`src/rtl/hvn_smooth.sv`:
```
// two-stage smoothstep 3t^2 - 2t^3 in q0.16
module hvn_smooth (
  input  logic        clk_i,
  input  logic [15:0] t_i,
  output logic [15:0] s_o
);

  logic [31:0] sq_q, sq_d;
  logic [17:0] k_q, k_d;
  logic [15:0] s_q;
  logic [49:0] prod;

  always_comb begin
    sq_d = t_i * t_i;
    k_d  = 18'd196608 - {1'b0, t_i, 1'b0};
    prod = sq_q * k_q;
  end

  always_ff @(posedge clk_i) begin
    sq_q <= sq_d;
    k_q  <= k_d;
    s_q  <= prod[47:32];
  end

  assign s_o = s_q;

endmodule

```
`config.mk`:
```
export PLATFORM = sky130hd
export DESIGN_NAME = hvn_smooth
export DESIGN_NICKNAME = d
export VERILOG_FILES = /design/src/rtl/hvn_smooth.sv
export SDC_FILE = /design/constraint.sdc
export NUM_CORES = 2
export LEC_CHECK = 0
export BUFFER_PORTS_ARGS = -buffer_cell sky130_fd_sc_hd__buf_2
export CAP_MARGIN = 10
export CORE_UTILIZATION = 54
export DETAILED_ROUTE_END_ITERATION = 12
export GPL_ROUTABILITY_DRIVEN = 0
export HOLD_SLACK_MARGIN = 0.02
export PLACE_DENSITY = 0.7
export SETUP_SLACK_MARGIN = 0.4
export SYNTH_ARGS = -nofsm -noshare
export SYNTH_HDL_FRONTEND = slang
export SYNTH_SLANG_ARGS = --single-unit
```
`constraint.sdc`:
```
create_clock -name clk_i -period 8.1 [get_ports clk_i]
set_input_delay 1.62 -clock clk_i [delete_from_list [all_inputs] [get_ports clk_i]]
set_output_delay 1.62 -clock clk_i [all_outputs]
set_load 0.05 [all_outputs]
```
==> reports/summary.txt <==
TritonCTS buffer count -> 9
Max Slew Vio Count -> 0
post-synthesis register bit count -> 63
H-Tree Depth -> 3
post-synthesis simple-gate area fraction -> 0.151
Root Driver -> clkbuf_16
Setup Crit Path Kind -> in -> reg
Critical R2R Launch -> k_q[9]
Post-CTS Hold Buffers -> 0
share of layout cells above drive strength 1 -> 0.0384
unrepaired setup endpoints after global routing -> no
adder-cell share of the synthesized area -> 0.602
Post-synth EDFFs -> 0
Hold Fails Final Rpt -> 0
Mapped Area -> 0.0252 sq mm
worst clock skew -> 0.0150 ns
largest family of logic cells by synthesized area -> adder cells
IO Pins -> 33
detailed placer's ending HPWL -> 48400 um
CP required -> 8.35 ns
unique cell type count in the Yosys netlist -> 60
gr usage total -> 0.283
Worst Setup End Kind -> flop
placed instance area -> 0.0259 sq mm
Fillers -> 4044
Synth Area in Compound Gates -> 0.0430
most frequent cells in the layout -> inv_1 (747), fa_1 (603), nand2_1 (355)
first-pass GRT wire length -> 104000 um
Routed WL -> 60700 um
number of cells produced by synthesis -> 2776
drt pass-1 iters -> 6
TritonCTS clock tree -> done
Worst EP arrival -> 7.51 ns
mux cell area share after synthesis -> 0.000448
Hold Path Class -> reg -> reg
final worst path period need -> 7.26 ns
vias in the first global route -> 20551
post-route ant nets -> 0
Hold Slack -> 0.993 ns
post-route cell area -> 0.0263 sq mm
I/O Buffers -> 32
die height -> 218 um
Core Box Area -> 0.0457 sq mm
crit share post-route -> 0.896
Critical Path Sink -> sq_q[31]
Setup-failing EPs final -> 0
CTS sink count -> 63
Die ar. -> 0.0474 sq mm
starting density of the core -> 0.551
Die X -> 218 um
setup TNS -> 0 ns
nets -> 3617
Post-route DRC -> 0
maxcap violations -> 0
CP max FO -> 13
ys flop type -> dfxtp_1
number of setup buffers added after CTS -> 0
largest net degree at the start of global routing -> 32
Worst Reg2Reg Path Length in Cells -> 21
DR iter-0 viols -> 1152
CP startpoint -> t_i[3]
post-synthesis sequential area ratio -> 0.0501
Synthesis Warnings -> 0
Area Overhead vs Synth -> 4.37%
run status -> finished clean
Slew headroom -> 0.347
most common cell after layout, fill and taps aside -> inv_1
post-synthesis xor/xnor area fraction -> 0.0251
CP Launch Type -> primary input
measured slew at the worst slew-check pin -> 0.978 ns
via count -> 18003
Final WS setup -> 0.840 ns
synthesized area per cell -> 9.06 sq um
Async SR Flop Fraction -> 0
f_max -> 138 MHz
row count -> 78
R2R setup slack -> 1.21 ns
Place WS -> 0.485 ns
average wire per cell in the routed design -> 18.1 um
RR Endpoint -> s_o[11]
CTS resizes -> 0
initial antenna violation count -> 1
vias per std cell -> 5.36
clk buf depth -> 2
Worst-path clk slew -> 0.06 ns
clock latency on the worst-skew pair -> 0.37 ns
overflow left after global routing -> 0
## cell type report
class | count | area (sq um) | share of cell area
Timing Repair Buffer | 63 | 393 | 0.0150
Clock buffer | 11 | 233 | 0.00886
Antenna cell | 1 | 2.50 | 0.0000953
Inverter | 754 | 2830 | 0.108
Tap cell | 600 | 751 | 0.0286
Multi-Input combinational cell | 1861 | 20700 | 0.788
Clock inverter | 5 | 81.3 | 0.00310
Sequential cell | 63 | 1270 | 0.0483
## how the worst min path moves through the flow
stage | startpoint | to | cells after the start
global placement | sq_q[30] | s_o[15] | 5
finish | sq_q[30] | s_o[15] | 5
global route | sq_q[30] | s_o[15] | 5
detailed placement | sq_q[30] | s_o[15] | 5
floorplan | k_q[17] | s_o[15] | 4
CTS | sq_q[30] | s_o[15] | 5
## critical path, cell delays in order
cell and delay (ns):
buf_2 0.27, clkinv_1 0.40, nor2_1 0.26, fa_1 0.47
fa_1 0.55, inv_1 0.05, fa_1 0.48, fa_1 0.56
fa_1 0.43, fa_1 0.49, inv_1 0.04, ha_1 0.40
and4_2 0.28, nand4_1 0.09, o21ai_0 0.09, a41oi_1 0.10
a31oi_1 0.36, nand2b_1 0.13, o21ai_0 0.18, a21oi_1 0.11
xnor2_1 0.13
## registers in the layout, summed over array words and instances (netlist names)
register,count
k_q,16
sq_q,31
s_o,16
## logic make-up after synthesis
family	count (synthesis)
buffers and inverters	858
adder cells (fa/ha/maj)	848
XOR/XNOR	72
other	2
AO/OA/AOI/OAI	159
AND/OR/NAND/NOR	773
multiplexers	1
flip-flops	63
## through the flow
step / std cells / utilization
floorplan: 2782 / -
global placement: 3341 / 0.568
detailed placement: 3341 / 0.568
CTS: 3357 / 0.575
global route: 3357 / 0.575
finish: 3358 / 0.575
## per-layer routing
metal,wire [um],GRT usage
met4,2350,0.105
met3,3770,0.0342
met5,0,0
met1,24000,0.360
met2,30600,0.494
## cells in the mapped netlist (6+ instances only)
library cell,number,area (sq um)
inv_1,747,2800
fa_1,603,12100
nand2_1,355,1330
and2_1,294,1840
ha_1,245,3070
clkbuf_1,103,387
dfxtp_1,63,1260
xnor2_1,55,482
a21oi_1,50,250
nor2_1,50,188
o21ai_0,30,150
a21o_1,26,195
xor2_1,17,149
nor3_1,14,70.1
nand4_1,13,81.3
nand2b_1,10,62.6
nand3_1,10,50.1
clkinv_1,7,26.3
nor2b_1,6,37.5
nor4_1,6,37.5
Power is left out: the tool's default activity adds up to more than one toggle a clock period on the data nets, which glitch-free logic cannot reach.
