--- src/rtl/hvn_pkg.sv ---
// shared constants and helpers for the hashed value noise unit
package hvn_pkg;

  localparam int unsigned COORD_FRAC_BITS = 16;

  localparam int unsigned FracDown = (COORD_FRAC_BITS >= 16) ? COORD_FRAC_BITS - 16 : 0;
  localparam int unsigned FracUp   = (COORD_FRAC_BITS < 16) ? 16 - COORD_FRAC_BITS : 0;
  localparam logic [31:0] FracMask = 32'((64'd1 << COORD_FRAC_BITS) - 64'd1);

  localparam logic [31:0] HashMulA = 32'h7feb352d;
  localparam logic [31:0] HashMulB = 32'h846ca68b;
  localparam logic [31:0] RowSalt  = 32'h517cc1b7;
  localparam logic [31:0] SeedReset = 32'd1;

  // edges from input transfer to result transfer
  localparam int unsigned Latency = 8;

  function automatic logic [31:0] cell_of(logic [31:0] c);
    cell_of = 32'($signed(c) >>> COORD_FRAC_BITS);
  endfunction

  function automatic logic [15:0] frac16_of(logic [31:0] c);
    logic [31:0] f;
    f = c & FracMask;
    frac16_of = 16'((f >> FracDown) << FracUp);
  endfunction

endpackage

--- src/rtl/hvn_hash.sv ---
// two-stage pipelined xorshift-multiply 32-bit hash
module hvn_hash (
  input  logic        clk_i,
  input  logic [31:0] key_i,
  output logic [31:0] hash_o
);

  logic [31:0] mul_a_q, mul_a_d;
  logic [31:0] mul_b_q, mul_b_d;
  logic [31:0] mix_a, mix_b;

  always_comb begin
    mix_a   = key_i ^ (key_i >> 16);
    mul_a_d = mix_a * hvn_pkg::HashMulA;
    mix_b   = mul_a_q ^ (mul_a_q >> 15);
    mul_b_d = mix_b * hvn_pkg::HashMulB;
  end

  always_ff @(posedge clk_i) begin
    mul_a_q <= mul_a_d;
    mul_b_q <= mul_b_d;
  end

  assign hash_o = mul_b_q ^ (mul_b_q >> 16);

endmodule

--- config.mk ---
export PLATFORM = sky130hd
export DESIGN_NAME = hvn_hash
export DESIGN_NICKNAME = d
export VERILOG_FILES = /design/src/rtl/hvn_pkg.sv /design/src/rtl/hvn_hash.sv
export SDC_FILE = /design/constraint.sdc
export NUM_CORES = 1
export LEC_CHECK = 0
export BUFFER_PORTS_ARGS = -buffer_cell sky130_fd_sc_hd__buf_2
export CAP_MARGIN = 20
export CORE_MARGIN = 5
export CORE_UTILIZATION = 45
export CTS_CLUSTER_SIZE = 24
export DETAILED_ROUTE_END_ITERATION = 10
export HOLD_SLACK_MARGIN = 0.06
export SLEW_MARGIN = 20
export SYNTH_ARGS = -nofsm -noshare
export SYNTH_HDL_FRONTEND = slang
export SYNTH_SLANG_ARGS = --single-unit
--- constraint.sdc ---
create_clock -name clk_i -period 11.1 [get_ports clk_i]
set_input_delay 2.22 -clock clk_i [delete_from_list [all_inputs] [get_ports clk_i]]
set_output_delay 2.22 -clock clk_i [all_outputs]
set_load 0.05 [all_outputs]
==> results.ini <==
[clock_tree]
ctsResizeCount=0
clk_pin_slew_ns=0.07
clock-sinks=64
cts_tree=built
cts_buffers=9
ctsHoldBuffers=0
root_buffer=clkbuf_16
htreeDepth=3
cts_setup_buffers=0
clockBufferDepth=2
clk_latency_ns=0.36

[routing]
vias=12500
final_antenna_net_count=0
met1_length_mm=20.5
routed-wl-met3_mm=1.32
met2_length_mm=25.7
first_pass_iters=6
drtIter0Drc=573
highest_layer=met4
drcViolationCount=0
vias_per_cell=4.99
wire_per_inst_um=19.8
routed_wl_mm=49.7

[worst_setup_path]
crit_start=key_i[21]
reg2reg_from=mul_a_q[25]$_DFF_P_
endpoint=mul_a_q[31]$_DFF_P_
cp_max_fo=9
path_class=input pin to register
reg2reg_slack_ns=3.50
cp.arrival_ns=9.38
worstRegToRegCells=20
end_kind=register
timing.rr.end=mul_b_q[30]$_DFF_P_
start_kind=input pin
cp.required_ns=11.33

[timing]
setup_tns_ns=0
worst_pin_slew_ns=1.13
setup_viol=0
slew_headroom_pct=23.8
max_freq_mhz=109
rsz0062_at_grt=false
period_needed_ns=9.15
finalClockSkew_ns=0.0115
slew_viol_final=0
finalCritPeriodShare_pct=82.4
setup_ws_ns=1.95
fin_hold_ws_ns=0.680
hold_viol_final=0

[synthesis]
yosysMostFrequentCell=inv_1
synth.top_cell.area_share_pct=36.9
synth-edff-count=0
yosysWarnings=0
yosysTopAreaCell=fa_1
yosys-top-cells-count=inv_1, ha_1, fa_1
syn_area_sq_um=18800
async_reset_ff_share_pct=0
synth_nets=2643
yosys_most_used_dff=dfxtp_1
synth_cells=1895
synth_cell_types=60
ys_ff_latch=64
avgSynthCellArea_sq_um=9.90
synth_area_leaders=fa_1, ha_1, inv_1
ys_seq_area_share_pct=6.83

[die]
dieHeight_um=214
start_util_pct=45.7
die-area_sq_um=45900
row_count=74
core_region_area_sq_um=41000
pin_count=65
chipWidth_um=214

[placed_design]
dpl.hpwl_mm=44.8
gp_congestion=1.04
io_buffer_count=64
dpl-instance-area_sq_um=19800
pre_cts_ws_ns=1.54

[cells_and_area]
fin_area_sq_um=20100
area_delta_synth_final_pct=7.22
antenna_cells=0
fill_cells=3875
nets=2718
drive_above_1_share_pct=6.18

[global_route]
grt_usage_pct=22.1
grt_pass1_wl_mm=78.7
grt_max_degree=14
gr-total-overflow=0
antenna_found_initial=1
grt_pass1_vias=14100

[run_status]
status=complete, no violations

[job]
drv_cap=0

[min_path]
hold_class=register to register

## critical path: stages
cell and delay [ns]:
buf_2 0.17, xnor2_1 0.60, inv_1 0.37, ha_1 0.39, inv_1 0.07, fa_1 0.39
inv_1 0.07, ha_1 0.14, inv_1 0.05, fa_1 0.49, inv_1 0.05, fa_1 0.50
inv_1 0.06, fa_1 0.54, inv_1 0.05, fa_1 0.50, fa_1 0.41, ha_1 0.42
nand3_1 0.16, or2_2 0.34, o211ai_1 0.49, o21ai_0 0.29, o21ai_0 0.28, a211oi_1 0.16
xnor2_1 0.15
## final cells by class
type	instances	area, sq um	area share (%)
Inverter	587	2200	11.0
Clock buffer	9	225	1.12
Tap cell	532	666	3.31
Clock inverter	7	125	0.622
Multi-Input combinational cell	1225	15200	75.3
Sequential cell	64	1280	6.37
Timing Repair Buffer	83	463	2.30
## state kept, by name, summed over array words and instances (netlist names)
signal   flops
mul_b_q     32
mul_a_q     32
## how the worst min path moves through the flow
stage / slack (ns) / endpoint / startpoint / depth (start not counted)
floorplan: 0.61 / mul_b_q[0]$_DFF_P_ / mul_a_q[0]$_DFF_P_ / 1
global placement: 0.67 / mul_b_q[0]$_DFF_P_ / mul_a_q[0]$_DFF_P_ / 2
detailed placement: 0.66 / mul_b_q[0]$_DFF_P_ / mul_a_q[0]$_DFF_P_ / 2
CTS: 0.68 / mul_b_q[0]$_DFF_P_ / mul_a_q[0]$_DFF_P_ / 2
global route: 0.71 / mul_b_q[0]$_DFF_P_ / mul_a_q[0]$_DFF_P_ / 2
finish: 0.68 / mul_b_q[0]$_DFF_P_ / mul_a_q[0]$_DFF_P_ / 2
## stage by stage
| stage | instances | utilization, % |
|---|---|---|
| after floorplan | 1895 | - |
| after global placement | 2491 | 48.2 |
| after detailed placement | 2491 | 48.2 |
| after CTS | 2507 | 49.0 |
| after global routing | 2507 | 49.0 |
| final | 2507 | 49.0 |
## logic make-up (layout without fill, tap and decap cells)
group                      Yosys count  count (layout)  share of synthesized area (%)
DFF                                 64              64                           6.83
and+or+nand+nor                    146             146                           3.64
xor gates and xnor gates           207             207                           9.76
buffers and inverters              606             686                           12.4
adders and majority gates          715             715                           61.5
muxes                                2               2                          0.113
AOI/OAI and AO/OA                  155             155                           5.67
## cell usage in the layout (no fill, tap or decap), types with 3 or more instances in the layout
cell,n
bufinv_16,3
clkbuf_16,9
nor3_1,7
a21oi_1,47
nand2_1,30
dfxtp_1,64
buf_2,64
nand3_1,19
buf_4,19
or3_1,3
a31oi_1,5
a211oi_1,5
o21ai_0,20
o21a_1,5
a21o_1,25
inv_6,3
o21bai_1,8
xnor2_1,132
nand4_1,6
xor2_1,73
nand2b_1,4
ha_1,369
fa_1,346
nor2b_1,3
or2_2,5
and3_1,3
a31o_2,3
nor2_1,54
o211ai_1,11
and2_1,6
inv_1,585
## layer usage
layer	vias up	GRT usage (%)
met2	287	40.7
li1	5892	-
met3	112	1.72
met1	6231	26.9
met4	0	8.63
met5	-	0
Power is left out: the tool's default activity adds up to more than one toggle a clock period on the data nets, which glitch-free logic cannot reach.
