**config.mk**
```make
export PLATFORM = sky130hd
export DESIGN_NAME = hvn_blend
export DESIGN_NICKNAME = d
export VERILOG_FILES = /design/src/rtl/hvn_blend.sv
export SDC_FILE = /design/constraint.sdc
export NUM_CORES = 1
export LEC_CHECK = 0
export BUFFER_PORTS_ARGS = -buffer_cell sky130_fd_sc_hd__buf_2
export CAP_MARGIN = 20
export CORE_AREA = 2 2 242 244
export DETAILED_ROUTE_END_ITERATION = 10
export DIE_AREA = 0 0 244 246
export GPL_TIMING_DRIVEN = 0
export PLACE_DENSITY = 0.42
export SYNTH_ARGS = -nofsm -noshare
export SYNTH_HDL_FRONTEND = slang
export SYNTH_SLANG_ARGS = --single-unit
```
**constraint.sdc**
```tcl
create_clock -name clk_i -period 14 [get_ports clk_i]
set_clock_uncertainty 0.15 [all_clocks]
set_input_delay 3.5 -clock clk_i [delete_from_list [all_inputs] [get_ports clk_i]]
set_output_delay 3.5 -clock clk_i [all_outputs]
set_load 0.02 [all_outputs]
```
**src/rtl/hvn_blend.sv**
```systemverilog
// registered linear blend a + floor((b - a) * w / 2^16)
module hvn_blend (
  input  logic        clk_i,
  input  logic [23:0] a_i,
  input  logic [23:0] b_i,
  input  logic [15:0] w_i,
  output logic [23:0] y_o
);

  logic signed [24:0] diff;
  logic signed [41:0] prod;
  logic signed [41:0] sum;
  logic [23:0]        y_q;

  always_comb begin
    diff = $signed({1'b0, b_i}) - $signed({1'b0, a_i});
    prod = 42'(diff) * 42'($signed({1'b0, w_i}));
    sum  = $signed({18'd0, a_i}) + (prod >>> 16);
  end

  always_ff @(posedge clk_i) begin
    y_q <= sum[23:0];
  end

  assign y_o = y_q;

endmodule

```
==> impl_results.md, run 1 <==
- DP HPWL: 45800 um
- Hold_ws: 3330 ps
- Syn_area_per_cell: 8.54 um^2
- 1st-iter DRT viols: 725
- Fin area: 19000 um^2
- DRT Pass-1 Iters: 5
- Die Ht: 246 um
- Final setup fails: 0
- DRC: 0
- Via count: 13200
- Largest net degree at the start of global routing: 15
- EDFF count, synth: 0
- Wire length per cell: 18.6 um
- Die area: 60000 um^2
- Multi-input gate area: 14700 um^2
- Antenna violations before repair: 4
- Synth Instances: 1999
- Effective utilization at floorplan: 29.8%
- CP endpoint kind: flip-flop
- Slew Limit Fails: 0
- GRT overflow: 0
- Number of max-cap violations: 0
- Clock tree from TritonCTS: built
- Cell row count: 88
- Cts-stage hold buffer count: 0
- Worst Path Required: 14010 ps
- Max incr delay on CP: 550 ps
- RSZ-0062 raised after global routing: no
- Max_slew headroom: 38.1%
- Worst Setup EP: y_o[23]
- Layout cells sized above 1: 8.13%
- Post-synth net total: 2590
- Period utilization: 96.6%
- Area Growth Syn to Fin: 11.4%
- GRT Resource Usage Total: 18.2%
- Die Span X: 244 um
- Sink Count: 24
- Status: finished, final reports clean
- Routed WL: 53400 um
- Crit-path slowest cell: fa_1
- CP max FO: 10
- Root cell of the clock tree: clkbuf_16
- WS Path Type: in -> reg
- Count of final hold-check violations: 0
- Final worst path period need: 13520 ps
- CTS H-tree lvls: 1
- Async SR Flop Fraction: 0%
- Core ar.: 57400 um^2
- Most common cell after layout, fill and taps aside: inv_1
- Vias per cell: 4.61
- Hold Path Class: in -> reg
- Sequential cell area: 480 um^2
- CTS buffer count: 3
- Io pins: 89
- Synth unique cells: 60
- CP startpoint kind: input port
- Ys Warns: 0
- CP dominant cell by count: fa_1
- First-pass GRT wire length: 82600 um
- Worst-path clk slew: 70 ps
- Placed cell areas: 18500 um^2
- Nets@finish: 2696
- WP data arrival: 13540 ps
- Most frequent cells in the layout: 494 x inv_1, 379 x fa_1, 243 x nand2_1, 164 x and2_1, 147 x ha_1
- Worst Tran Pin Value: 921 ps
- Post-route ant nets: 0
- Vias in the first global route: 13800
- Number of flip-flops under the largest register name: 24
- Synth Register Bits: 24
- Highest Clock Rate: 73.9 MHz
- Fillers: 6141
- Port buffer count: 81
- Main synth FF type: dfxtp_1
- Register area share after synthesis: 2.81%
- CTS Buffer Depth: 2
- Mapped cell area: 17100 um^2
- RD Place Congestion: 0.865
- Start point of the critical path: a_i[1]
[per-layer routing]
layer	track usage, %	wire length [um]
met3	0.991	1470
met2	33.5	27800
met4	2.46	860
met5	0	0
met1	24.0	23300
[stage by stage]
stage / cells / setup WS, ps / setup TNS (ps) / utilization (%)
2_1_floorplan: 1999 / 1370 / 0 / -
3_3_place_gp: 2845 / -2260 / -24280 / 32.1
3_5_place_dp: 2849 / -1690 / -14000 / 32.2
4_1_cts: 2859 / 12.3 / 0 / 32.7
5_1_grt: 2869 / 12.1 / 0 / 33.1
6_report: 2873 / 477 / 0 / 33.1
[logic make-up (layout without fill, tap and decap cells)]
logic type | Yosys count | count (layout) | share of synthesized area, %
flip-flops | 24 | 24 | 2.81
AND/OR/NAND/NOR | 601 | 601 | 17.8
XOR/XNOR | 71 | 71 | 3.72
AO/OA/AOI/OAI | 196 | 196 | 7.59
buffers and inverters | 581 | 686 | 12.8
other | 0 | 4 | 0
adder cells (fa/ha/maj) | 526 | 526 | 55.2
[worst min-delay path by stage]
stage / from / endpoint / cells after the start
finish: a_i[0] / y_o[0] / 2
floorplan: a_i[0] / y_o[0] / 1
CTS: a_i[0] / y_o[0] / 2
global route: a_i[0] / y_o[0] / 2
detailed placement: a_i[0] / y_o[0] / 2
global placement: a_i[0] / y_o[0] / 2
[Yosys cell counts (3+ instances only)]
cell type / n / area [um^2]
buf_1: 9 / 33.8
ha_1: 147 / 1840
a211o_1: 12 / 105
nor2b_1: 49 / 307
dfxtp_1: 24 / 480
or3_1: 4 / 25.0
inv_1: 494 / 1850
nand2b_1: 16 / 100
fa_1: 379 / 7590
clkbuf_1: 75 / 282
and2_1: 164 / 1030
a21o_1: 16 / 120
o21ai_0: 41 / 205
nand3_1: 31 / 155
a21boi_1: 3 / 22.5
xor2_1: 15 / 131
o21bai_1: 4 / 30.0
a21oi_1: 57 / 285
nand4_1: 16 / 100
a31oi_1: 5 / 31.3
xnor2_1: 55 / 482
nor2_1: 39 / 146
a211oi_1: 12 / 90.1
and4_1: 7 / 61.3
nand2_1: 243 / 912
and3_1: 4 / 25.0
nor3_1: 18 / 90.1
o21a_1: 13 / 97.6
o211ai_1: 10 / 75.1
[worst max-delay path, delay by kind of cell]
family / cells / cell delay (ps)
simple gates: 7 / 1520
fa+ha+maj: 9 / 4000
compound gates: 14 / 3060
buf+inv: 7 / 730
xor+xnor: 3 / 710
[area by class of cell]
cell class                 count  share of cell area [%]
buffer                        86                    1.99
clock buffer                   3                   0.395
timing repair buffer         102                    2.98
multi-input combinational   1394                    77.1
sequential                    24                    2.53
antenna                        4                  0.0527
inverter                     494                    9.75
clock inverter                 1                   0.158
tap                          765                    5.04
[repair_timing]
| item | in CTS | in global routing |
|---|---|---|
| endpoints found under the setup margin | 15 | 5 |
| resized for setup | 33 | 55 |
| setup buffers | 7 | 10 |
| pin swaps | 4 | 15 |
Power of run 1 is left out: the tool's default activity adds up to more than one toggle a clock period on the data nets, which glitch-free logic cannot reach.
==> run 2: changes to the inputs <==
Settings changed: BUFFER_PORTS_ARGS -buffer_cell sky130_fd_sc_hd__buf_2 to unset, DONT_BUFFER_PORTS set to 1, PLACE_DENSITY 0.42 to 0.48.
==> impl_results.md, run 2 (synthesis results as in run 1) <==
- Status: finished, final reports clean
- DP HPWL: 44100 um
- Die Span X: 244 um
- Count of final hold-check violations: 0
- Worst Path Required: 14010 ps
- Highest Clock Rate: 74.5 MHz
- CTS buffer count: 3
- Final worst path period need: 13430 ps
- Layout cells sized above 1: 3.48%
- Fillers: 6067
- Cell row count: 88
- Max incr delay on CP: 540 ps
- Worst-path clk slew: 80 ps
- Post-route ant nets: 0
- GRT Resource Usage Total: 17.5%
- CP dominant cell by count: fa_1
- Die Ht: 246 um
- Nets@finish: 2605
- Core ar.: 57400 um^2
- RSZ-0062 raised after global routing: no
- Via count: 13100
- DRC: 0
- WP data arrival: 13440 ps
- Clock tree from TritonCTS: built
- Port buffer count: 0
- Number of max-cap violations: 0
- Number of flip-flops under the largest register name: 24
- Final setup fails: 0
- Antenna violations before repair: 6
- Area Growth Syn to Fin: 8.14%
- DRT Pass-1 Iters: 5
- Finished Layout Cells: 2780
- Vias per cell: 4.71
- Io pins: 89
- CP startpoint kind: input port
- GRT overflow: 0
- Effective utilization at floorplan: 29.8%
- Slew Limit Fails: 0
- Die area: 60000 um^2
- First-pass GRT wire length: 80300 um
- Largest net degree at the start of global routing: 15
- Dpl cells: 2768
- CTS Buffer Depth: 2
- RD Place Congestion: 0.877
- Crit-path slowest cell: fa_1
- Max_slew headroom: 37.8%
- Hold Path Class: in -> reg
- CP endpoint kind: flip-flop
- Most frequent cells in the layout: 494 x inv_1, 379 x fa_1, 243 x nand2_1, 164 x and2_1, 147 x ha_1
- Most common cell after layout, fill and taps aside: inv_1
- Worst Tran Pin Value: 926 ps
- Period utilization: 95.9%
- Vias in the first global route: 13800
- Root cell of the clock tree: clkbuf_16
- TNS Setup: 0 ps
- Sink Count: 24
- Routed WL: 51400 um
- WS Path Type: in -> reg
- CP max FO: 10
- Wire length per cell: 18.5 um
- CTS H-tree lvls: 1
- 1st-iter DRT viols: 694
==> run 2: cell count changes in the layout (fill, tap and decap cells not counted), sizes merged <==
cell / before / now
buf: 116 / 22
diode: 4 / 2
clkbuf: 75 / 78
==> run 2: what timing repair did <==
action / CTS / global route
hold buffers: 0 / 0
resized for setup: 23 / 45
setup buffers: 4 / 3
gates cloned: 0 / 0
pin swaps: 2 / 5
endpoints found under the setup margin: 12 / 4
==> run 2: cell type report <==
type	count	area [um^2]	share of cell area [%]
multi-input combinational	1394	14600	79.1
inverter	494	1850	10.0
tap	765	957	5.19
sequential	24	480	2.60
buffer	86	365	1.98
timing repair buffer	11	86.3	0.468
clock buffer	3	75.1	0.407
clock inverter	1	30.0	0.163
antenna	2	5.00	0.0271
==> run 2: final timing paths <==
kind / start / cells past startpoint / to
worst max-delay path: b_i[0] / 42 / y_o[23]
worst min-delay path: a_i[0] / 1 / y_o[0]
==> run 2: worst max-delay path, delay by kind of cell <==
family / cells / cell delay (ps)
adder cells (fa/ha/maj): 10 / 4290
AO/OA/AOI/OAI: 16 / 2930
XOR/XNOR: 4 / 1060
AND/OR/NAND/NOR: 6 / 980
buffers and inverters: 6 / 680
==> run 2: routing by layer <==
metal / vias to the layer above / global-route usage (%) / routed length [um] / part of all wire (%)
met3: 57 / 1.44 / 1800 / 3.5
met4: 0 / 4.07 / 1350 / 2.6
met2: 299 / 31.5 / 26200 / 51
met5: - / 0 / 0 / 0
li1: 6000 / - / - / -
met1: 6728 / 22.6 / 22000 / 43
==> run 2: per-stage QoR <==
step	utilization (%)	setup slack, ps	hold slack (ps)	area [um^2]
floorplan	-	1370	3480	17100
global placement	31.4	-1950	3490	18000
detailed placement	31.5	-1460	3490	18100
CTS	31.9	14.5	3190	18300
global route	32.2	10.1	3190	18500
finish	32.2	570	3200	18500
Power of run 2 is left out for the same reason.
